<file path="config.mk">
export PLATFORM = sky130hd
export DESIGN_NAME = longest_prefix_route_lookup_top_flat
export DESIGN_NICKNAME = d
export VERILOG_FILES = /design/src/hdl/lpr_pkg.sv /design/src/hdl/lpr_req_if.sv /design/src/hdl/lpr_rsp_if.sv /design/src/hdl/lpr_ram.sv /design/src/hdl/lpr_ctrl.sv /design/src/hdl/lpr_datapath.sv /design/src/hdl/longest_prefix_route_lookup_top.sv /design/src/flat_wrapper.sv
export SDC_FILE = /design/constraint.sdc
export NUM_CORES = 2
export LEC_CHECK = 0
export BUFFER_PORTS_ARGS = -buffer_cell sky130_fd_sc_hd__buf_4
export CORE_MARGIN = 3
export CORE_UTILIZATION = 55
export DETAILED_ROUTE_END_ITERATION = 16
export PLACE_DENSITY = 0.74
export SLEW_MARGIN = 15
export SYNTH_ARGS = -nofsm -noshare
export SYNTH_HDL_FRONTEND = slang
export SYNTH_HIERARCHICAL = 1
export SYNTH_SLANG_ARGS = --single-unit
</file>
<file path="constraint.sdc">
create_clock -name clk -period 10.2 [get_ports clk]
set_clock_uncertainty 0.15 [all_clocks]
set_input_delay 2.04 -clock clk [delete_from_list [all_inputs] [get_ports clk]]
set_output_delay 2.04 -clock clk [all_outputs]
set_load 0.03 [all_outputs]
</file>
<file path="src/hdl/lpr_pkg.sv">
`timescale 1ns / 1ps

package lpr_pkg;

	localparam int TABLE_ENTRIES = 16;
	localparam int IDX_W = (TABLE_ENTRIES > 1) ? $clog2(TABLE_ENTRIES) : 1;

	localparam logic OP_WRITE  = 1'b0;
	localparam logic OP_LOOKUP = 1'b1;

	typedef logic [IDX_W-1:0] tbl_idx_t;

	typedef struct packed {
		logic        valid;
		logic [31:0] prefix;
		logic [31:0] mask;
		logic [31:0] next_hop;
		logic [3:0]  port;
	} route_entry_t;

	localparam int ENTRY_W = $bits(route_entry_t);

	// controller to datapath
	typedef struct packed {
		logic clear_wr;
		logic table_wr;
		logic start;
		logic walk;
		logic load_out;
	} lpr_cmd_t;

	// datapath to controller
	typedef struct packed {
		logic cnt_last;
	} lpr_sts_t;

endpackage

</file>
<file path="src/hdl/lpr_req_if.sv">
`timescale 1ns / 1ps

interface lpr_req_if;
	logic        valid;
	logic        ready;
	logic        operation;
	logic [3:0]  entry_index;
	logic        entry_valid;
	logic [31:0] entry_prefix;
	logic [31:0] entry_mask;
	logic [31:0] entry_next_hop;
	logic [3:0]  entry_port;
	logic [31:0] lookup_address;

	modport source (
		output valid, operation, entry_index, entry_valid, entry_prefix, entry_mask,
		output entry_next_hop, entry_port, lookup_address,
		input  ready
	);

	modport sink (
		input  valid, operation, entry_index, entry_valid, entry_prefix, entry_mask,
		input  entry_next_hop, entry_port, lookup_address,
		output ready
	);
endinterface

</file>
<file path="src/hdl/lpr_rsp_if.sv">
`timescale 1ns / 1ps

interface lpr_rsp_if;
	logic        valid;
	logic        ready;
	logic        hit;
	logic [3:0]  match_index;
	logic [31:0] next_hop;
	logic [3:0]  out_port;

	modport source (
		output valid, hit, match_index, next_hop, out_port,
		input  ready
	);

	modport sink (
		input  valid, hit, match_index, next_hop, out_port,
		output ready
	);
endinterface

</file>
<file path="src/hdl/lpr_ram.sv">
`timescale 1ns / 1ps

module lpr_ram #(
	parameter int WIDTH = 8,
	parameter int DEPTH = 16,
	parameter int AW    = (DEPTH > 1) ? $clog2(DEPTH) : 1
) (
	input  logic             clk,
	input  logic             we,
	input  logic [AW-1:0]    waddr,
	input  logic [WIDTH-1:0] wdata,
	input  logic             re,
	input  logic [AW-1:0]    raddr,
	output logic [WIDTH-1:0] rdata
);

	logic [WIDTH-1:0] mem_q [DEPTH];

	always_ff @(posedge clk) begin
		if (we) begin
			mem_q[waddr] <= wdata;
		end
		if (re) begin
			rdata <= mem_q[raddr];
		end
	end

endmodule

</file>
<file path="src/hdl/lpr_ctrl.sv">
`timescale 1ns / 1ps

module lpr_ctrl import lpr_pkg::*; (
	input  logic     clk,
	input  logic     arst_n,
	input  logic     in_valid,
	input  logic     in_operation,
	output logic     in_ready,
	output logic     out_valid,
	input  logic     out_ready,
	input  lpr_sts_t sts,
	output lpr_cmd_t cmd
);

	typedef enum logic [4:0] {
		S_CLEAR  = 5'b00001,
		S_IDLE   = 5'b00010,
		S_WALK   = 5'b00100,
		S_DRAIN  = 5'b01000,
		S_FINISH = 5'b10000
	} state_t;

	state_t state_q, state_d;
	logic   out_valid_q;
	logic   accept;

	assign in_ready  = (state_q == S_IDLE);
	assign accept    = in_valid & in_ready;
	assign out_valid = out_valid_q;

	always_comb begin
		cmd          = '0;
		cmd.clear_wr = (state_q == S_CLEAR);
		cmd.table_wr = accept & (in_operation == OP_WRITE);
		cmd.start    = accept & (in_operation == OP_LOOKUP);
		cmd.walk     = (state_q == S_WALK);
		cmd.load_out = (state_q == S_FINISH) & (~out_valid_q | out_ready);
	end

	always_comb begin
		state_d = state_q;
		unique case (state_q)
			S_CLEAR: begin
				if (sts.cnt_last) state_d = S_IDLE;
			end
			S_IDLE: begin
				if (cmd.start) state_d = S_WALK;
			end
			S_WALK: begin
				if (sts.cnt_last) state_d = S_DRAIN;
			end
			// last entry's data is compared here
			S_DRAIN: begin
				state_d = S_FINISH;
			end
			S_FINISH: begin
				if (cmd.load_out) state_d = S_IDLE;
			end
			default: state_d = S_CLEAR;
		endcase
	end

	always_ff @(posedge clk or negedge arst_n) begin
		if (!arst_n) begin
			state_q     <= S_CLEAR;
			out_valid_q <= 1'b0;
		end else begin
			state_q <= state_d;
			if (cmd.load_out) begin
				out_valid_q <= 1'b1;
			end else if (out_ready) begin
				out_valid_q <= 1'b0;
			end
		end
	end

endmodule

</file>
<file path="src/hdl/lpr_datapath.sv">
`timescale 1ns / 1ps

module lpr_datapath import lpr_pkg::*; (
	input  logic        clk,
	input  logic        arst_n,
	input  lpr_cmd_t    cmd,
	output lpr_sts_t    sts,
	input  logic [3:0]  entry_index,
	input  logic        entry_valid,
	input  logic [31:0] entry_prefix,
	input  logic [31:0] entry_mask,
	input  logic [31:0] entry_next_hop,
	input  logic [3:0]  entry_port,
	input  logic [31:0] lookup_address,
	output logic        hit,
	output logic [3:0]  match_index,
	output logic [31:0] next_hop,
	output logic [3:0]  out_port
);

	localparam tbl_idx_t LAST_IDX = tbl_idx_t'(TABLE_ENTRIES - 1);

	tbl_idx_t     cnt_q;
	tbl_idx_t     rd_idx_s1;
	logic         rd_vld_s1;
	logic [31:0]  addr_q;

	logic         found_q;
	logic [31:0]  best_mask_q;
	tbl_idx_t     best_idx_q;
	logic [31:0]  best_hop_q;
	logic [3:0]   best_port_q;

	logic         hit_q;
	logic [3:0]   match_index_q;
	logic [31:0]  next_hop_q;
	logic [3:0]   out_port_q;

	logic         wr_in_range;
	logic         ram_we;
	tbl_idx_t     ram_waddr;
	route_entry_t ram_wdata;
	route_entry_t wr_entry;
	logic [ENTRY_W-1:0] ram_rdata;
	route_entry_t rd_entry;
	logic         take;

	assign sts.cnt_last = (cnt_q == LAST_IDX);

	assign wr_in_range = (32'(entry_index) < TABLE_ENTRIES);

	always_comb begin
		wr_entry.valid    = entry_valid;
		wr_entry.prefix   = entry_prefix;
		wr_entry.mask     = entry_mask;
		wr_entry.next_hop = entry_next_hop;
		wr_entry.port     = entry_port;
	end

	// clearing sweep only needs the valid bit low
	assign ram_we    = cmd.clear_wr | (cmd.table_wr & wr_in_range);
	assign ram_waddr = cmd.clear_wr ? cnt_q : tbl_idx_t'(32'(entry_index));
	assign ram_wdata = cmd.clear_wr ? route_entry_t'('0) : wr_entry;

	lpr_ram #(
		.WIDTH (ENTRY_W),
		.DEPTH (TABLE_ENTRIES)
	) u_table (
		.clk   (clk),
		.we    (ram_we),
		.waddr (ram_waddr),
		.wdata (ram_wdata),
		.re    (cmd.walk),
		.raddr (cnt_q),
		.rdata (ram_rdata)
	);

	assign rd_entry = route_entry_t'(ram_rdata);

	// ties go to the later slot, hence >=
	assign take = rd_vld_s1 & rd_entry.valid
		& ((addr_q & rd_entry.mask) == rd_entry.prefix)
		& (~found_q | (rd_entry.mask >= best_mask_q));

	always_ff @(posedge clk or negedge arst_n) begin
		if (!arst_n) begin
			cnt_q     <= '0;
			rd_vld_s1 <= 1'b0;
			found_q   <= 1'b0;
		end else begin
			rd_vld_s1 <= cmd.walk;
			if (cmd.start) begin
				cnt_q   <= '0;
				found_q <= 1'b0;
			end else begin
				if (cmd.walk | cmd.clear_wr) begin
					cnt_q <= cnt_q + 1'b1;
				end
				if (take) begin
					found_q <= 1'b1;
				end
			end
		end
	end

	always_ff @(posedge clk) begin
		if (cmd.start) begin
			addr_q <= lookup_address;
		end
		rd_idx_s1 <= cnt_q;
		if (take) begin
			best_mask_q <= rd_entry.mask;
			best_idx_q  <= rd_idx_s1;
			best_hop_q  <= rd_entry.next_hop;
			best_port_q <= rd_entry.port;
		end
		if (cmd.load_out) begin
			hit_q         <= found_q;
			match_index_q <= found_q ? 4'(32'(best_idx_q)) : 4'd0;
			next_hop_q    <= found_q ? best_hop_q : 32'd0;
			out_port_q    <= found_q ? best_port_q : 4'd0;
		end
	end

	assign hit         = hit_q;
	assign match_index = match_index_q;
	assign next_hop    = next_hop_q;
	assign out_port    = out_port_q;

endmodule

</file>
<file path="src/hdl/longest_prefix_route_lookup_top.sv">
`timescale 1ns / 1ps

// IPv4 longest-prefix route table of TABLE_ENTRIES slots held in one RAM. A write word
// (operation 0) stores one slot; a slot index beyond the table is dropped. A lookup
// word (operation 1) walks every slot through the RAM read port, one slot per cycle,
// and keeps the matching valid slot with the largest mask, the higher slot on equal
// masks; it returns one word with hit, slot, next hop and port, all zero on a miss.
// A lookup occupies the block from its accept through the walk, a drain state for the
// last compare and a finish state that loads the output register, and no new word is
// accepted before that load; the finish state waits while an unread result holds the
// register. Writes go at one per cycle while the block is idle. A finished result sits
// in an output register, so the next word is accepted while it waits. After reset a
// clearing pass invalidates every slot, and no word is accepted until it ends.
module longest_prefix_route_lookup_top import lpr_pkg::*; (
	input logic     clk,
	input logic     arst_n,
	lpr_req_if.sink req,
	lpr_rsp_if.source rsp
);

	lpr_cmd_t cmd;
	lpr_sts_t sts;

	lpr_ctrl u_ctrl (
		.clk          (clk),
		.arst_n       (arst_n),
		.in_valid     (req.valid),
		.in_operation (req.operation),
		.in_ready     (req.ready),
		.out_valid    (rsp.valid),
		.out_ready    (rsp.ready),
		.sts          (sts),
		.cmd          (cmd)
	);

	lpr_datapath u_datapath (
		.clk            (clk),
		.arst_n         (arst_n),
		.cmd            (cmd),
		.sts            (sts),
		.entry_index    (req.entry_index),
		.entry_valid    (req.entry_valid),
		.entry_prefix   (req.entry_prefix),
		.entry_mask     (req.entry_mask),
		.entry_next_hop (req.entry_next_hop),
		.entry_port     (req.entry_port),
		.lookup_address (req.lookup_address),
		.hit            (rsp.hit),
		.match_index    (rsp.match_index),
		.next_hop       (rsp.next_hop),
		.out_port       (rsp.out_port)
	);

endmodule

</file>
<file path="src/flat_wrapper.sv">
// flat-port wrapper written by rule: the top's interface ports become plain ports
module longest_prefix_route_lookup_top_flat import lpr_pkg::*;
  (clk, arst_n, req_valid, req_operation, req_entry_index, req_entry_valid, req_entry_prefix, req_entry_mask, req_entry_next_hop, req_entry_port, req_lookup_address, req_ready, rsp_valid, rsp_hit, rsp_match_index, rsp_next_hop, rsp_out_port, rsp_ready);
  lpr_req_if req_i ();
  lpr_rsp_if rsp_i ();
  input logic clk;
  input logic arst_n;
  input wire logic [$bits(req_i.valid)-1:0] req_valid;
  input wire logic [$bits(req_i.operation)-1:0] req_operation;
  input wire logic [$bits(req_i.entry_index)-1:0] req_entry_index;
  input wire logic [$bits(req_i.entry_valid)-1:0] req_entry_valid;
  input wire logic [$bits(req_i.entry_prefix)-1:0] req_entry_prefix;
  input wire logic [$bits(req_i.entry_mask)-1:0] req_entry_mask;
  input wire logic [$bits(req_i.entry_next_hop)-1:0] req_entry_next_hop;
  input wire logic [$bits(req_i.entry_port)-1:0] req_entry_port;
  input wire logic [$bits(req_i.lookup_address)-1:0] req_lookup_address;
  output wire logic [$bits(req_i.ready)-1:0] req_ready;
  output wire logic [$bits(rsp_i.valid)-1:0] rsp_valid;
  output wire logic [$bits(rsp_i.hit)-1:0] rsp_hit;
  output wire logic [$bits(rsp_i.match_index)-1:0] rsp_match_index;
  output wire logic [$bits(rsp_i.next_hop)-1:0] rsp_next_hop;
  output wire logic [$bits(rsp_i.out_port)-1:0] rsp_out_port;
  input wire logic [$bits(rsp_i.ready)-1:0] rsp_ready;
  assign req_i.valid = req_valid;
  assign req_i.operation = req_operation;
  assign req_i.entry_index = req_entry_index;
  assign req_i.entry_valid = req_entry_valid;
  assign req_i.entry_prefix = req_entry_prefix;
  assign req_i.entry_mask = req_entry_mask;
  assign req_i.entry_next_hop = req_entry_next_hop;
  assign req_i.entry_port = req_entry_port;
  assign req_i.lookup_address = req_lookup_address;
  assign req_ready = req_i.ready;
  assign rsp_valid = rsp_i.valid;
  assign rsp_hit = rsp_i.hit;
  assign rsp_match_index = rsp_i.match_index;
  assign rsp_next_hop = rsp_i.next_hop;
  assign rsp_out_port = rsp_i.out_port;
  assign rsp_i.ready = rsp_ready;
  longest_prefix_route_lookup_top u_core (.clk(clk), .arst_n(arst_n), .req(req_i), .rsp(rsp_i));
endmodule
</file>
# Word-level counts from Yosys, hierarchy flattened
# Memory sizes are Yosys's and may differ from the RTL's. A register that Yosys moved wholly into a read port is not among the register bits.
# Index checks and enable logic that the tools add are counted.
dict set report classes {
  eq_ne 11
  n_reduce_logical 4
  addsub 1
  bitwise_logic 15
  mux 15
  order_cmp 1
}
# operator n
set op_table {}
lappend op_table {{101-bit two-way mux} 1}
lappend op_table {{32-bit bitwise AND} 1}
lappend op_table {{32-bit == test} 1}
lappend op_table {{32-bit >= comparator} 1}
lappend op_table {{5-bit one-hot mux with 5 select lines} 1}
lappend op_table {{5-bit two-way mux} 4}
lappend op_table {{4-bit two-way mux} 3}
lappend op_table {{2-bit by 1-bit != test with 1-bit output, second input constant} 4}
lappend op_table {{1-bit bitwise AND} 7}
lappend op_table {{1-bit two-way mux} 6}
lappend op_table {{2-bit nonzero test} 3}
lappend op_table {{5-bit by 1-bit == test with 1-bit output, second input constant} 1}
lappend op_table {{5-bit by 2-bit == test with 1-bit output, second input constant} 1}
lappend op_table {{5-bit by 3-bit == test with 1-bit output, second input constant} 1}
lappend op_table {{5-bit by 4-bit == test with 1-bit output, second input constant} 1}
lappend op_table {{5-bit == test, second input constant} 1}
lappend op_table {{4-bit by 1-bit adder with 4-bit output, second input constant} 1}
lappend op_table {{4-bit == test, second input constant} 1}
lappend op_table {{1-bit bitwise OR} 4}
lappend op_table {{4-bit AND reduction} 1}
lappend op_table {{1-bit NOT} 3}
dict set report totals {
  output_inout_bits 43
  reg_bits 161
  wordCells 63
  ram_bits 1616
  inputBits 142
  n_memories 1
}
# memory depth width rd rd_ports_with_merged_regs write_ports line
set memory_table {}
lappend memory_table {u_core.u_datapath.u_table.mem_q 16 101 1 1 1 lpr_ram.sv:17} ;# logic [WIDTH-1:0] mem_q [DEPTH];

# Logic depth before layout (Yosys ltp)
dict set report depth {
  depth_word 6
  mapped_depth 9
  mapped_depth_nobuf 7
}

# Hierarchy
# The synthesis kept the hierarchy.
# module area_per_inst_um2 seq_area_each_um2 n_inst cells_each
set modules_own_cells {}
lappend modules_own_cells {lpr_ram 63475.9 51559.4 1 2585}
lappend modules_own_cells {lpr_datapath 7059.3 4584.4 1 533}
lappend modules_own_cells {lpr_ctrl 367.9 151.4 1 37}

# Worst setup path after synthesis
# Ideal clock, no wire load.
dict set report synth_timing {
  path_kind {input-to-reg}
  start {input req_entry_index[2]}
  end {memory u_core/u_datapath/u_table/mem_q[0][0] (netlist bit) (enable)}
  setup_ns 0.685
  t_required_ns 9.365
  n_path_buf 0
  arrival_ns 9.584
  stages 3
  path_slack_ns -0.218
  cell_sequence {mux2_2 -> or3b_1 -> nor3_1}
}
dict set report synth_via {
  elab_chain_cells 1
}
# element line
set synth_rtl {}
lappend synth_rtl {{start, declared} flat_wrapper.sv:10} ;# input wire logic [$bits(req_i.entry_index)-1:0] req_entry_index;
lappend synth_rtl {{4-bit two-way mux} lpr_datapath.sv:62} ;# assign ram_waddr = cmd.clear_wr ? cnt_q : tbl_idx_t'(32'(entry_index));
lappend synth_rtl {{end, declared} lpr_ram.sv:17}
# Every way passes these cells.

==> impl_metrics.tcl <==
set metrics [dict create \
    endpoint_kind "flip-flop" \
    cp_max_fo 61 \
    muxShareOfSynthArea 0.129 \
    min_period_over_period 0.565 \
    ys_warn_count 6 \
    antenna_found_initial 4 \
    fmax_ghz 0.174 \
    final_common_cell "edfxtp_1" \
    cpMaxStageDelayCell "buf_4" \
    worst_hold_path_type "flip-flop to flip-flop" \
    rsz0062_at_grt "false" \
    final_cell_mix "1,862 x edfxtp_1, 404 x mux4_2, 231 x buf_4" \
    finalInstanceArea_um2 79900 \
    synth_top_family_by_area "multiplexers" \
    drive_gt1_frac 0.261 \
    coreArea_um2 128000 \
    synth_xor_area_frac 0.00395 \
    vias_per_cell 6.38 \
    ant_nets 0 \
    grt_max_degree 136 \
    diodes 0 \
    cts_setup_buffers 0 \
    die_w_um 365 \
    async_flop_share 0.00639 \
    cts.repair.resized 0 \
    p_leak_nw 26.0 \
    drv_slew 0 \
    clockBufferDepth 3 \
    nets 3601 \
    grt_pass1_wl_um 233000 \
    synth_fa_ha_area_frac 0.00582 \
    cp.required_ps 10460 \
    cts-hold-fix-buffers 0 \
    htree_levels 4 \
    synth_nets 3330 \
    critPathLaunchType "flip-flop" \
    crit_chain "nor3_2 -> and3b_4 -> buf_4 -> mux2_2 -> nand2_1 -> nor2_4 -> buf_4 -> buf_4" \
    sequentialPowerShare 0.469 \
    synth.distinct_cells 56 \
    clk_latency_ps 800 \
    final_cells 5231 \
    first_global_vias 33909 \
    seq_area_frac_synth 0.794 \
    setup_slack_ps 4440 \
    gr-total-overflow 0 \
    drv_cap 0 \
    slew_headroom 0.210 \
    port_buffers 184 \
    finalSetupViolCount 0 \
    syn_area_um2 70900 \
    grtUsageTotal 0.243 \
    io_pins 185 \
    avgRoutedWirePerCell_um 30.4 \
    drt_pass1_iterations 5 \
    clkSlewWorstSetupHoldPaths_ps 70 \
    avgSynthCellArea_um2 22.5 \
    syn_to_final_growth_pct 12.7 \
    crit_type "flip-flop to flip-flop" \
    synth_edf_count 1862 \
    drt-total-wl_um 159000 \
    syn_inst 3155 \
    drc 0 \
    power.switching_mw 7.21 \
    die_height_um 365 \
    initial_utilization 0.555 \
    yosys.area_share.simple 0.0276 \
    cts_tree "yes" \
    vias 33384 \
    clock_sinks 1878 \
    comb_power_share 0.267 \
    synth_ff_type "edfxtp_1" \
    finalHoldViolCount 0 \
    first_iter_violations 3814 \
    hpwl_um 85700 \
    cts_inserted_buffers 181 \
    fin_crit_ps 5760 \
    ys_seq_elements 1878 \
    clkPwrFrac 0.264 \
    synthTopCellsByArea "edfxtp_1 79%, mux4_2 13%, a22oi_1 2.1%" \
    status "completed" \
    peakVddDrop_mv 0.271 \
    setup-tns-final_ps 0 \
    tightest_slew_ps 1180 \
    num_rows 131 \
    power_density_nw_per_um2 302 \
    synth_compound_area_frac 0.0252 \
    dp_cells 4905 \
    internal_power_mw 16.9 \
    switching_share 0.299 \
    synth_area_leader_cell "edfxtp_1" \
    pre_cts_slack_ps 4500 \
    max_stage_delay_ps 880 \
    routabilityCongestion 0.810 \
    synth.top_cell.area_share 0.789 \
    placed_area_um2 74200 \
    path_common_cell "buf_4" \
    cts-root-buf "clkbuf_16" \
    fillers 8418 \
    arrival_ps 6020 \
    dieArea_um2 133000 \
]
## power by group through the flow
stage                     Clock, mW  Sequential [mW]  Combinational, mW
after floorplan                   0             11.4               4.49
final                          6.36             11.3               6.43
after CTS                      6.47             11.3               6.47
after global routing           6.77             11.4               6.83
after detailed placement          0             11.4               6.42
after global placement            0             11.4               6.35
## sequential cells by signal, indices dropped and copies added, names as in the netlist
signal,flops
u_core/u_ctrl/out_valid,1
u_core/u_ctrl/state_q,5
u_core/u_datapath/addr_q,32
u_core/u_datapath/best_hop_q,32
u_core/u_datapath/best_idx_q,4
u_core/u_datapath/best_mask_q,32
u_core/u_datapath/best_port_q,4
u_core/u_datapath/cnt_q,4
u_core/u_datapath/found_q,1
u_core/u_datapath/hit,1
u_core/u_datapath/match_index,4
u_core/u_datapath/next_hop,32
u_core/u_datapath/out_port,4
u_core/u_datapath/rd_idx_s1,4
u_core/u_datapath/rd_vld_s1,1
u_core/u_datapath/u_table/mem_q,1616
u_core/u_datapath/u_table/rdata,101
## cells in the mapped netlist, drive strengths merged (9+ instances only)
cell type,n
edfxtp,1862
nor2b,105
clkbuf,68
and2,42
buf,84
nand2,144
mux4,404
xor2,25
nor2,20
inv,37
a22oi,203
dfrtp,11
ha,33
nand3,9
a21oi,12
nand4,15
## layout make-up
cell class                 count  area [um2]  share of cell area
clock inverter                90         749             0.00938
inverter                      37         144             0.00180
tap                         1662        2080              0.0260
clock buffer                 236        4870              0.0610
sequential                  1878       56300               0.705
multi-input combinational   1088       13800               0.173
timing repair buffer         240        1910              0.0240
## worst paths after layout
check / cells after the start / endpoint / startpoint / slack, ps
max: 8 / u_core/u_datapath/u_table/mem_q[11][18] / u_core/u_ctrl/state_q[4] / 4440
min: 0 / u_core/u_datapath/best_port_q[0] / u_core/u_datapath/u_table/rdata[0] / 250
max reg2reg: 8 / u_core/u_datapath/u_table/mem_q[11][18] / u_core/u_ctrl/state_q[4] / 4440
min reg2reg: 0 / u_core/u_datapath/best_port_q[0] / u_core/u_datapath/u_table/rdata[0] / 250
max in group asynchronous: 1 / u_core/u_ctrl/state_q[0] / arst_n / 8690
min in group asynchronous: 1 / u_core/u_ctrl/state_q[2] / arst_n / 950
## per-layer routing
layer	share of wire	global-route usage	vias to the layer above
li1	-	-	13718
met1	0.40	0.354	17716
met2	0.47	0.370	1720
met3	0.10	0.0688	226
met4	0.020	0.0587	4
met5	0.00017	0	-
## critical path, delay by kind of cell, from the launching register on
family        cells  cell delay (ps)
mux               1              470
buf+inv           3             2560
simple gates      4             1580
flops             1              470
## per-stage QoR
step           hold slack [ps]  total power [mW]  utilization
2_1_floorplan              236              15.9            -
3_3_place_gp               239              17.7        0.581
3_5_place_dp               245              17.9        0.581
4_1_cts                    251              24.3        0.625
5_1_grt                    261              25.0        0.625
6_report                   250              24.1        0.625
## logic make-up after synthesis
logic type | after synthesis
DFF | 1878
adders and majority gates | 33
buffers and inverters | 189
and+or+nand+nor | 373
AOI/OAI and AO/OA | 240
muxes | 410
xor gates and xnor gates | 32
No activity file was read; power rests on OpenSTA's default activity.
